### src/rtl/rbst_div_pipe.sv
// Pipelined unsigned restoring divider, STEP_BITS quotient bits per stage.
module rbst_div_pipe #(
   parameter int NUM_W = 48,
   parameter int DEN_W = 18,
   parameter int STEP_BITS = 4,
   localparam int STAGES = (NUM_W + STEP_BITS - 1) / STEP_BITS
) (
   input  logic              clock,
   input  logic [STAGES-1:0] load,
   input  logic [NUM_W-1:0]  num,
   input  logic [DEN_W-1:0]  den,
   output logic [NUM_W-1:0]  quo
);

   localparam int PAD_W = STAGES * STEP_BITS;

   // word holds the numerator bits still to go on top, quotient bits below
   logic [DEN_W-1:0] rem_ff  [STAGES];
   logic [DEN_W-1:0] rem_in  [STAGES];
   logic [PAD_W-1:0] word_ff [STAGES];
   logic [PAD_W-1:0] word_in [STAGES];

   genvar s;
   for (s = 0; s < STAGES; s++) begin : g_stage
      logic [DEN_W-1:0] rem_src;
      logic [PAD_W-1:0] word_src;

      if (s == 0) begin : g_first
         assign rem_src  = '0;
         assign word_src = PAD_W'(num);
      end else begin : g_next
         assign rem_src  = rem_ff[s-1];
         assign word_src = word_ff[s-1];
      end

      always_comb begin
         logic [DEN_W:0]   part;
         logic [DEN_W-1:0] rem;
         logic [PAD_W-1:0] word;
         rem  = rem_src;
         word = word_src;
         part = '0;
         for (int b = 0; b < STEP_BITS; b++) begin
            part = {rem, word[PAD_W-1]};
            word = word << 1;
            if (part >= {1'b0, den}) begin
               part    = part - {1'b0, den};
               word[0] = 1'b1;
            end
            rem = part[DEN_W-1:0];
         end
         rem_in[s]  = rem;
         word_in[s] = word;
      end

      always_ff @(posedge clock) begin
         if (load[s]) begin
            rem_ff[s]  <= rem_in[s];
            word_ff[s] <= word_in[s];
         end
      end
   end

   assign quo = word_ff[STAGES-1][NUM_W-1:0];

endmodule

### config.mk
export PLATFORM = sky130hd
export DESIGN_NAME = rbst_div_pipe
export DESIGN_NICKNAME = d
export VERILOG_FILES = /design/src/rtl/rbst_div_pipe.sv
export SDC_FILE = /design/constraint.sdc
export NUM_CORES = 2
export LEC_CHECK = 0
export ABC_AREA = 0
export BUFFER_PORTS_ARGS = -buffer_cell sky130_fd_sc_hd__buf_2
export CAP_MARGIN = 20
export CORE_MARGIN = 2
export CORE_UTILIZATION = 48
export DETAILED_ROUTE_END_ITERATION = 8
export HOLD_SLACK_MARGIN = 0.06
export PLACE_DENSITY = 0.7
export RECOVER_POWER = 50
export SLEW_MARGIN = 25
export SYNTH_ARGS = -nofsm -noshare
export SYNTH_HDL_FRONTEND = slang
export SYNTH_SLANG_ARGS = --single-unit
export TNS_END_PERCENT = 30
### constraint.sdc
create_clock -name clock -period 14.2 [get_ports clock]
set_input_delay 2.13 -clock clock [delete_from_list [all_inputs] [get_ports clock]]
set_output_delay 2.13 -clock clock [all_outputs]
set_load 0.05 [all_outputs]
==> flow_metrics.py <==
metrics = {
    "worst_setup_path": {
        "crit_top_cell": "ha_1",
        "setup.worst_path.end_class": "flip-flop",
        "cp.arrival_ns": 14.20,
        "cp_max_fo": 25,
        "critPathRequiredTime_ns": 14.77,
        "crit_type": "in -> reg",
        "critPathLaunchType": "primary input",
        "cpMaxStageDelayCell": "nor2_1",
        "max_stage_delay_ns": 0.61,
    },
    "clocking": {
        "clk_latency_ns": 0.74,
        "cts_tree": "done",
        "post_cts_buffers": 0,
        "cts.sinks": 774,
        "cts_made_buffers": 92,
        "cts_buffer_depth": 3,
        "cts_max_level": 3,
        "post_cts_resized": 0,
        "hold_buffers": 0,
        "clk_transition_reported_paths_ns": 0.06,
        "clockRootBuffer": "clkbuf_16",
    },
    "synthesis": {
        "synthTopCellsByCount": "848 x ha_1, 774 x edfxtp_1, 613 x a21oi_1, 529 x nor2_1, 525 x nand2_1",
        "synthArstFlopShare_pct": 0,
        "synth_seq_cells": 774,
        "synth.most_common_cell": "ha_1",
        "synthTopCellsByArea": "edfxtp_1 33%, ha_1 15%, mux2_2 5.4%",
        "synthesis.nets": 8446,
        "synth_top_area_share_pct": 32.5,
        "synth_edf_count": 774,
        "yosysTopAreaCell": "edfxtp_1",
        "synth_warnings": 0,
        "syn_inst": 7473,
        "ys_seq_area_share_pct": 32.5,
        "netlist_area_um2": 71400,
        "synthDistinctLibCells": 117,
        "avgSynthCellArea_um2": 9.56,
        "synth_ff_type": "edfxtp_1",
    },
    "routing": {
        "ant_nets": 0,
        "routed-via-count": 60100,
        "wirelength_um": 214000,
        "via_per_inst": 6.17,
        "route.detailed.drc": 0,
        "wl_per_cell_um": 22.0,
        "drt-initial-drc-count": 5603,
        "first_pass_iters": 7,
    },
    "cells_and_area": {
        "diodes": 0,
        "fin_area_um2": 78500,
        "syn2layout_area_growth_pct": 9.98,
        "post-route-util_pct": 53.2,
        "nets": 8713,
        "drive_gt1_share_pct": 12.0,
    },
    "global_route": {
        "grt_busiest_layer": "met2",
        "use_met1_pct": 37.8,
        "grt_max_degree": 67,
        "grtUsageMet3_pct": 3.60,
        "use_met2_pct": 44.7,
        "grt-ovfl-total": 0,
        "grt_pass1_wl_um": 329000,
        "grt_usage_pct": 27.6,
        "antenna_found_initial": 7,
        "grt_pass1_vias": 57400,
    },
    "job": {
        "cap_violations": 4,
    },
    "outcome": {
        "outcome": "complete, but fails checks",
        "violations": "capacitance limit, slew limit",
    },
    "sta": {
        "slew_headroom_pct": -157,
        "final_max_slew_viol_count": 164,
        "grt_setup_unrepaired": "false",
        "worst_pin_slew_ns": 3.86,
        "period_needed_ns": 13.63,
        "clock_skew_ns": 0.0295,
        "post-route-period-util_pct": 96.0,
        "setup_viol": 0,
        "fmax_mhz": 73.3,
        "hold_viol_final": 0,
    },
    "die": {
        "io-pin-count": 127,
        "rows": 141,
        "fp.dieH_um": 390,
        "core-area_um2": 148000,
        "fp.dieW_um": 390,
        "initial_core_util_pct": 48.4,
        "die_area_um2": 152000,
    },
    "placement": {
        "hpwl_um": 164000,
        "placed_area_um2": 75400,
        "place_congestion": 0.991,
        "io_buffers": 126,
    },
    "hold_path": {
        "hp-class": "reg -> reg",
    },
}
worst paths after layout:
| kind | end | cells past startpoint | start | slack (ns) |
|---|---|---|---|---|
| worst max-delay path | rem_ff[5][17] | 48 | den[1] | 0.57 |
| worst max register to register | rem_ff[5][17] | 45 | rem_ff[4][0] | 2.00 |
| worst min register to register | word_ff[1][80] | 0 | word_ff[1][28] | 0.41 |
| worst min-delay path | word_ff[1][80] | 0 | word_ff[1][28] | 0.41 |
cell families after synthesis:
| logic type | after synthesis | share of synthesized area, % |
|---|---|---|
| muxes | 447 | 6.90 |
| and+or+nand+nor | 2061 | 14.2 |
| buffers and inverters | 525 | 2.95 |
| DFF | 774 | 32.5 |
| adders and majority gates | 894 | 16.1 |
| xor gates and xnor gates | 586 | 7.19 |
| AOI/OAI and AO/OA | 2186 | 20.0 |
metrics by stage:
| stage | hold WS, ns | setup TNS, ns | std cells | setup slack [ns] |
|---|---|---|---|---|
| final | 0.405 | 0 | 9742 | 0.565 |
| after global routing | 0.420 | 0 | 9742 | 0.0184 |
| after CTS | 0.404 | 0 | 9742 | 0.692 |
| after detailed placement | 0.405 | -0.0529 | 9576 | -0.0363 |
| after global placement | 0.401 | 0 | 9576 | 0.0177 |
| after floorplan | 0.400 | 0 | 7473 | 0.191 |
final cells by class:
class	instances	area, µm²
fill	13300	69100
multi-input combinational	6174	46200
sequential	774	23200
tap	1930	2410
clock buffer	99	2350
timing repair buffer	300	2090
inverter	398	1510
clock inverter	67	776
flip-flops by register name (all words and copies together) (netlist names):
name	count
rem_ff	198
word_ff	576
per-layer routing:
layer,share of wire (%),wire (µm)
met1,45,95700
met5,0.019,41
met2,45,96600
met3,6.7,14300
met4,3.6,7610
worst max-delay path, delay by kind of cell:
kind	cells	cell delay, ns
AO/OA/AOI/OAI	24	6.16
AND/OR/NAND/NOR	12	2.91
adder cells (fa/ha/maj)	4	1.28
buffers and inverters	6	0.94
multiplexers	2	0.75
cell usage in the layout (no fill, tap or decap), types with 48 or more instances in the layout:
cell type and count:
and3_1 56, buf_2 108, nand2b_1 109, nor3_1 133, or3_1 48, a21boi_0 55
nor2b_1 138, xor2_1 187, o21a_1 129, a21o_1 281, edfxtp_1 774, inv_1 366
a31oi_1 60, nand2_1 525, and2_1 52, a21oi_1 612, o21bai_1 57, o21ai_0 447
xnor2_1 399, nor2_1 528, buf_4 159, mux2_2 343, nand3_1 132, nand4_1 136
ha_1 847, mux2i_1 95, a211oi_1 61, o31ai_1 62, clkbuf_16 93
Power is not shown: default switching activity piles up to over one toggle a cycle in this logic, so the estimate is an artifact.
